## src/hdl/cec_pkg.sv

```systemverilog
`timescale 1ns / 1ps
`default_nettype none

package cec_pkg;

   localparam int STATE_W   = 8;
   localparam int GEN_W     = 9;
   localparam int GEN_REGS  = 5;
   localparam int CODED_W   = 5;
   localparam int K_W       = 5;
   localparam int K_REG_W   = 4;
   localparam int N_W       = 3;
   localparam int OP_W      = 2;
   localparam int CSR_IDX_W = 3;

   typedef enum logic [OP_W-1:0] {
      OP_ENCODE = 2'd0,
      OP_FLUSH  = 2'd1,
      OP_LOAD   = 2'd2
   } op_type;

   typedef enum logic [CSR_IDX_W-1:0] {
      CSR_CONSTRAINT = 3'd0,
      CSR_GEN_COUNT  = 3'd1,
      CSR_GEN_0      = 3'd2,
      CSR_GEN_1      = 3'd3,
      CSR_GEN_2      = 3'd4,
      CSR_GEN_3      = 3'd5,
      CSR_GEN_4      = 3'd6
   } csr_index_type;

   typedef logic [GEN_REGS-1:0][GEN_W-1:0] gen_array_type;

   typedef struct packed {
      logic [CODED_W-1:0] coded;
      logic [STATE_W-1:0] shifted;
      logic               state_err;
   } step_type;

   // True when value has a bit set at or above position k-1.
   function automatic logic out_of_range(input logic [STATE_W-1:0] value,
                                         input logic [K_W-1:0] k);
      logic err;
      err = 1'b0;
      for (int i = 0; i < STATE_W; i++) begin
         if (i >= int'(k) - 1 && value[i]) begin
            err = 1'b1;
         end
      end
      return err;
   endfunction

endpackage

`default_nettype wire

```

## src/hdl/convolutional_encoder_core.sv

```systemverilog
// Rate 1/n convolutional encoder, K = 2..9, up to five generators. The core takes one
// request per clock while req_tready is high and returns one coded group per clock,
// while rsp_tready allows, through a result register. A flush request produces K-1
// zero-input groups and an encode request with tlast set produces its own group plus
// K-1 zero-input groups; the first group leaves in the cycle after acceptance and the
// flush counter drops req_tready while the remaining groups are produced; rsp_tready
// stalls also hold it low. Load requests and refused requests (error on tuser) return
// one result. Operation code 3 is taken and dropped.
// CSR writes are accepted in any cycle and must be issued while the core is idle.
`timescale 1ns / 1ps
`default_nettype none

module convolutional_encoder_core import cec_pkg::*; #(
   parameter int MAX_CONSTRAINT = 9,
   parameter int MAX_GENERATORS = 5
) (
   input  wire logic                 clock,
   input  wire logic                 reset,
   input  wire logic                 req_tvalid,
   output      logic                 req_tready,
   input  wire logic [15:0]          req_tdata,  // data_bit, new_state[7:0], zero pad
   input  wire logic                 req_tlast,  // flush_after
   input  wire logic [OP_W-1:0]      req_tuser,  // operation
   output      logic                 rsp_tvalid,
   input  wire logic                 rsp_tready,
   output      logic [15:0]          rsp_tdata,  // coded_bits[4:0], state_after[7:0], pad
   output      logic                 rsp_tlast,  // last
   output      logic                 rsp_tuser,  // error
   input  wire logic                 csr_valid,
   output      logic                 csr_ready,
   input  wire logic [CSR_IDX_W-1:0] csr_index,
   input  wire logic [GEN_W-1:0]     csr_data
);

   localparam int CNT_W = 4;
   localparam logic [K_W-1:0] KMAX = K_W'(MAX_CONSTRAINT);
   localparam int NCAP_I = (MAX_GENERATORS < GEN_REGS) ? MAX_GENERATORS : GEN_REGS;
   localparam logic [N_W-1:0] NCAP = N_W'(NCAP_I);
   localparam int PAD_W = 16 - STATE_W - CODED_W;

   logic [K_REG_W-1:0] k_ff;
   logic [N_W-1:0]     n_ff;
   gen_array_type      gen_ff;

   logic [STATE_W-1:0] state_ff, state_in;
   logic [CNT_W-1:0]   cnt_ff, cnt_in;
   logic               rsp_valid_ff, rsp_valid_in;
   logic [CODED_W-1:0] rsp_coded_ff, rsp_coded_in;
   logic [STATE_W-1:0] rsp_state_ff, rsp_state_in;
   logic               rsp_err_ff, rsp_err_in;
   logic               rsp_last_ff, rsp_last_in;

   logic [K_W-1:0]     k_eff;
   logic [N_W-1:0]     n_eff;
   logic               slot_free;
   logic               flushing;
   logic               accept;
   logic               step_bit;
   logic               load_err;
   op_type             op;
   logic               data_bit;
   logic [STATE_W-1:0] new_state;
   step_type           step;

   assign op        = op_type'(req_tuser);
   assign data_bit  = req_tdata[0];
   assign new_state = req_tdata[STATE_W:1];

   always_comb begin
      if (k_ff < K_REG_W'(2)) begin
         k_eff = K_W'(2);
      end else if (K_W'(k_ff) > KMAX) begin
         k_eff = KMAX;
      end else begin
         k_eff = K_W'(k_ff);
      end
   end

   always_comb begin
      if (n_ff == '0) begin
         n_eff = N_W'(1);
      end else if (n_ff > NCAP) begin
         n_eff = NCAP;
      end else begin
         n_eff = n_ff;
      end
   end

   assign slot_free  = !rsp_valid_ff || rsp_tready;
   assign flushing   = cnt_ff != '0;
   assign req_tready = !flushing && slot_free;
   assign accept     = req_tvalid && req_tready;
   assign step_bit   = !flushing && op == OP_ENCODE && data_bit;
   assign load_err   = out_of_range(new_state, k_eff);

   cec_step u_step (
      .state    (state_ff),
      .data_bit (step_bit),
      .k        (k_eff),
      .n        (n_eff),
      .gens     (gen_ff),
      .step     (step)
   );

   always_comb begin
      state_in     = state_ff;
      cnt_in       = cnt_ff;
      rsp_valid_in = rsp_valid_ff && !rsp_tready;
      rsp_coded_in = rsp_coded_ff;
      rsp_state_in = rsp_state_ff;
      rsp_err_in   = rsp_err_ff;
      rsp_last_in  = rsp_last_ff;
      if (flushing && slot_free) begin
         state_in     = step.shifted;
         cnt_in       = cnt_ff - CNT_W'(1);
         rsp_valid_in = 1'b1;
         rsp_coded_in = step.coded;
         rsp_state_in = step.shifted;
         rsp_err_in   = 1'b0;
         rsp_last_in  = cnt_ff == CNT_W'(1);
      end else if (accept) begin
         case (op)
            OP_ENCODE, OP_FLUSH: begin
               rsp_valid_in = 1'b1;
               if (step.state_err) begin
                  rsp_coded_in = '0;
                  rsp_state_in = state_ff;
                  rsp_err_in   = 1'b1;
                  rsp_last_in  = 1'b1;
               end else begin
                  state_in     = step.shifted;
                  rsp_coded_in = step.coded;
                  rsp_state_in = step.shifted;
                  rsp_err_in   = 1'b0;
                  if (op == OP_FLUSH) begin
                     cnt_in      = CNT_W'(k_eff - K_W'(2));
                     rsp_last_in = k_eff == K_W'(2);
                  end else begin
                     cnt_in      = req_tlast ? CNT_W'(k_eff - K_W'(1)) : '0;
                     rsp_last_in = !req_tlast;
                  end
               end
            end
            OP_LOAD: begin
               rsp_valid_in = 1'b1;
               rsp_coded_in = '0;
               rsp_err_in   = load_err;
               rsp_last_in  = 1'b1;
               if (load_err) begin
                  rsp_state_in = state_ff;
               end else begin
                  state_in     = new_state;
                  rsp_state_in = new_state;
               end
            end
            default: begin
            end
         endcase
      end
   end

   always_ff @(posedge clock) begin
      if (reset) begin
         state_ff     <= '0;
         cnt_ff       <= '0;
         rsp_valid_ff <= 1'b0;
      end else begin
         state_ff     <= state_in;
         cnt_ff       <= cnt_in;
         rsp_valid_ff <= rsp_valid_in;
      end
   end

   always_ff @(posedge clock) begin
      rsp_coded_ff <= rsp_coded_in;
      rsp_state_ff <= rsp_state_in;
      rsp_err_ff   <= rsp_err_in;
      rsp_last_ff  <= rsp_last_in;
   end

   assign csr_ready = 1'b1;

   always_ff @(posedge clock) begin
      if (reset) begin
         k_ff      <= K_REG_W'(7);
         n_ff      <= N_W'(2);
         gen_ff[0] <= GEN_W'(9'o171);
         gen_ff[1] <= GEN_W'(9'o133);
         gen_ff[2] <= '0;
         gen_ff[3] <= '0;
         gen_ff[4] <= '0;
      end else if (csr_valid && csr_ready) begin
         unique case (csr_index_type'(csr_index))
            CSR_CONSTRAINT: k_ff      <= csr_data[K_REG_W-1:0];
            CSR_GEN_COUNT:  n_ff      <= csr_data[N_W-1:0];
            CSR_GEN_0:      gen_ff[0] <= csr_data;
            CSR_GEN_1:      gen_ff[1] <= csr_data;
            CSR_GEN_2:      gen_ff[2] <= csr_data;
            CSR_GEN_3:      gen_ff[3] <= csr_data;
            CSR_GEN_4:      gen_ff[4] <= csr_data;
            default: begin
            end
         endcase
      end
   end

   assign rsp_tvalid = rsp_valid_ff;
   assign rsp_tdata  = {PAD_W'(0), rsp_state_ff, rsp_coded_ff};
   assign rsp_tlast  = rsp_last_ff;
   assign rsp_tuser  = rsp_err_ff;

endmodule

`default_nettype wire

```

## src/hdl/cec_step.sv

```systemverilog
`timescale 1ns / 1ps
`default_nettype none

module cec_step import cec_pkg::*; (
   input  wire logic [STATE_W-1:0] state,
   input  wire logic               data_bit,
   input  wire logic [K_W-1:0]     k,
   input  wire logic [N_W-1:0]     n,
   input  wire gen_array_type      gens,
   output step_type                step
);

   logic [GEN_W-1:0] padded;
   logic [GEN_W-1:0] shift_reg;

   assign padded = GEN_W'(state);

   always_comb begin
      shift_reg = '0;
      for (int i = 0; i < GEN_W; i++) begin
         if (i < int'(k) - 1) begin
            shift_reg[i] = padded[i];
         end else if (i == int'(k) - 1) begin
            shift_reg[i] = data_bit;
         end
      end
   end

   always_comb begin
      step.coded   = '0;
      step.shifted = '0;
      for (int j = 0; j < CODED_W; j++) begin
         if (j < int'(n)) begin
            step.coded[j] = ^(shift_reg & gens[j]);
         end
      end
      for (int i = 0; i < STATE_W; i++) begin
         if (i == int'(k) - 2) begin
            step.shifted[i] = data_bit;
         end else if (i < int'(k) - 2) begin
            step.shifted[i] = padded[i+1];
         end
      end
      step.state_err = out_of_range(state, k);
   end

endmodule

`default_nettype wire

```

## config.mk

```make
export PLATFORM = sky130hd
export DESIGN_NAME = convolutional_encoder_core
export DESIGN_NICKNAME = d
export VERILOG_FILES = /design/src/hdl/cec_pkg.sv /design/src/hdl/convolutional_encoder_core.sv /design/src/hdl/cec_step.sv
export SDC_FILE = /design/constraint.sdc
export NUM_CORES = 1
export LEC_CHECK = 0
export BUFFER_PORTS_ARGS = -buffer_cell sky130_fd_sc_hd__buf_2
export CAP_MARGIN = 5
export CORE_MARGIN = 2
export CORE_UTILIZATION = 63
export CTS_BUF_LIST = sky130_fd_sc_hd__clkbuf_16
export CTS_CLUSTER_SIZE = 12
export DETAILED_ROUTE_END_ITERATION = 8
export PLACE_DENSITY = 0.94
export SLEW_MARGIN = 30
export SYNTH_ARGS = -nofsm -noshare
export SYNTH_HDL_FRONTEND = slang
export SYNTH_SLANG_ARGS = --single-unit
```

## constraint.sdc

```tcl
create_clock -name clock -period 10.84 [get_ports clock]
set_input_delay 2.71 -clock clock [delete_from_list [all_inputs] [get_ports clock]]
set_output_delay 2.71 -clock clock [all_outputs]
set_load 0.005 [all_outputs]
```

==> run_results.csv <==
group,metric,value,unit
min_path,hold_start,"gen_ff[28]",
sta,rsz0062_at_grt,"no",
min_path,hold_class,"register to register",
route,top_layer,"met4",
pwr,vdd_drop_max,0.101,mV
global_route,antenna_found_initial,0,
sta,hold_viol,0,
sta,period_share,56.4,%
clock_tree,root_buffer,"clkbuf_16",
run_status,outcome,"finished, final reports clean",
place,place_congestion,0.931,
global_route,grt_overflow,0,
sta,final.setup.tns,0,ps
setup_path,crit_required,8130,ps
route,wl_met3,1170,µm
yosys,ys_types,71,
layout,fin_cells,729,
yosys,synthCells,594,
clock_tree,htreeDepth,3,
clock_tree,clk_path_buf_depth,2,
yosys,synth_compound_area_share,18.9,%
yosys,synth_edf_count,14,
floorplan,rows,31,
pwr,power.density,206,mW/mm²
layout,nets,674,
sta,skew,10.9,ps
pwr,totalPowerFinal,1.11,mW
layout,utilization,73.2,%
clock_tree,cts-resized-gates,0,
min_path,holdPathEnd,"gen_ff[28]",
route,vias,4608,
run,drv_cap,0,
setup_path,end_kind,"output port",
clock_tree,cts_setup_buffers,0,
route,dr_wl_met2,5750,µm
sta,hold_slack,453,ps
place,dpl_worst_slack,4740,ps
yosys,synthAdderAreaFrac,3.36,%
place,dp_hpwl,8770,µm
yosys,synth_top_family_by_area,"simple AND/OR/NAND/NOR gates",
route,drt_iter0_markers,391,
route,wl_per_cell,17.5,µm
yosys,synth_xor_area_share,9.32,%
layout,finalInstanceArea,0.00539,mm²
global_route,grt_max_degree,66,
yosys,netlist_area,0.00485,mm²
setup_path,worstPathArrival,3400,ps
layout,area_delta_synth_final,11.2,%
global_route,grtUsageTotal,31.4,%
place,place_area,0.00507,mm²
clock_tree,cts_sinks,80,
sta,relSlewSlack,40.5,%
yosys,yosys.area_share.simple,26.6,%
sta,min_period,6110,ps
layout,drive_gt1_share,14.0,%
place,portBuffers,45,
route,wl,12800,µm
sta,fin_ws,4730,ps
floorplan,die-area,0.00841,mm²
clock_tree,cts_buffers,9,
global_route,grt_pass1_wl,20900,µm
route,via_per_inst,6.32,
sta,setup_viol,0,
clock_tree,ctsHoldBuffers,0,
floorplan,core,0.00737,mm²
yosys,synthFlopType,"dfxtp_1",
route,drtPass1Iterations,6,
sta,slew_viol_final,0,
setup_path,r2r_slack,5710,ps
route,wl_met1,5310,µm
floorplan,die_h,91.7,µm
setup_path,reg2reg_from,"k_ff[1]",
setup_path,critPathLaunchType,"input port",
yosys,async_flop_share,0,%
clock_tree,cts_tree,"yes",
layout,antenna_cells,0,
sta,tightest_slew,867,ps
yosys,yosys_warnings,0,
min_path,hold_path_depth,2,
floorplan,die_x,91.7,µm
global_route,grt_pass1_vias,4277,
sta,fmax,164,MHz
yosys,yosysSeqAreaShare,35.9,%
clock_tree,clk_latency,340,ps
floorplan,start_util,65.8,%
floorplan,ios,57,
pwr,power_leakage,2.08,nW
yosys,synthMuxAreaShare,1.68,%
setup_path,worstRegToRegCells,14,
setup_path,path_max_fanout,5,
route,drc,0,
place,dpl.cell_count,713,
yosys,ys_seq_elements,80,
yosys,avgSynthCellArea,8.16,µm²
route,antenna_left,0,
setup_path,crit_type,"input port to output port",
clock_tree,clkTransAtPathRegs,60,ps
setup_path,r2r_end,"rsp_coded_ff[3]",
-- registers in the layout, summed over array words and instances (netlist names) --
name and cells:
cnt_ff 4, gen_ff 45, k_ff 4, n_ff 3
rsp_coded_ff 5, rsp_state_ff 8, rsp_tlast 1, rsp_tuser 1
rsp_tvalid 1, state_ff 8
-- cell usage after synthesis, types with 3 or more instances --
library cell	instances	area share (%)
nand2_1	153	12
dfxtp_1	66	27
a21oi_1	52	5.4
nor2_1	46	3.6
nor2b_1	19	2.5
clkbuf_1	18	1.4
xnor2_1	16	2.9
edfxtp_1	14	8.7
inv_1	14	1.1
nand3_1	14	1.4
o21ai_0	14	1.4
ha_1	13	3.4
nand3b_1	10	1.5
xnor3_1	10	4.6
nand2b_1	9	1.2
nor3_1	8	0.83
xor2_1	8	1.4
mux2i_1	7	1.4
nor4_1	7	0.90
buf_4	6	0.93
o221a_2	6	1.4
a211o_1	5	0.90
a31oi_1	4	0.52
nor3b_1	4	0.62
o22ai_1	4	0.52
a211oi_1	3	0.46
a21o_1	3	0.46
a221o_1	3	0.62
buf_2	3	0.31
nand4_1	3	0.39
o2111ai_1	3	0.54
or2_2	3	0.39
-- layout by cell type (no fill, tap or decap), types with 5 or more instances in the layout --
cell,n
nand2_1,153
dfxtp_1,66
a21oi_1,52
nor2_1,46
buf_2,44
nor2b_1,19
xnor2_1,16
inv_1,15
nand3_1,14
o21ai_0,14
edfxtp_1,14
ha_1,13
xnor3_1,10
nand3b_1,10
clkbuf_16,10
nand2b_1,9
xor2_1,8
mux2i_1,7
nor3_1,7
nor4_1,7
o221a_2,6
a211o_1,5
conb_1,5
-- worst max path at each step --
| stage | slack (ps) | depth (start not counted) | from | to |
|---|---|---|---|---|
| floorplan | 5090 | 2 | rsp_tready | req_tready |
| global placement | 4780 | 4 | rsp_tready | req_tready |
| detailed placement | 4740 | 4 | rsp_tready | req_tready |
| CTS | 4740 | 4 | rsp_tready | req_tready |
| global route | 4680 | 4 | rsp_tready | req_tready |
| finish | 4730 | 4 | rsp_tready | req_tready |
-- metal layers --
metal | track usage, % | up-vias
met2 | 49.9 | 283
li1 | - | 2129
met5 | 0 | -
met3 | 5.83 | 56
met4 | 15.5 | 0
met1 | 41.1 | 2140
-- where the power goes --
group	internal (mW)	leakage, nW	switching (mW)
Sequential	0.372	0.680	0.0272
Combinational	0.151	1.24	0.242
Clock	0.193	0.156	0.126
-- cell type report --
cell class | count | area [µm²]
clock buffer | 10 | 250
clock inverter | 6 | 65.1
fill | 551 | 1980
inverter | 15 | 56.3
multi-input combinational | 474 | 2930
sequential | 80 | 1740
tap | 99 | 124
timing repair buffer | 45 | 228
-- worst max-delay path, stage by stage --
cell and delay (ps):
buf_2 100, nor2b_1 270, nor2_1 170, buf_2 160
-- cell families (layout without fill, tap and decap cells) --
kind of cell | after synthesis | after routing
muxes | 8 | 8
and+or+nand+nor | 285 | 285
xor gates and xnor gates | 35 | 35
DFF | 80 | 80
adders and majority gates | 13 | 13
other | 2 | 5
AOI/OAI and AO/OA | 128 | 128
buffers and inverters | 43 | 76
Note: power is estimated with default switching activity, not from simulation.
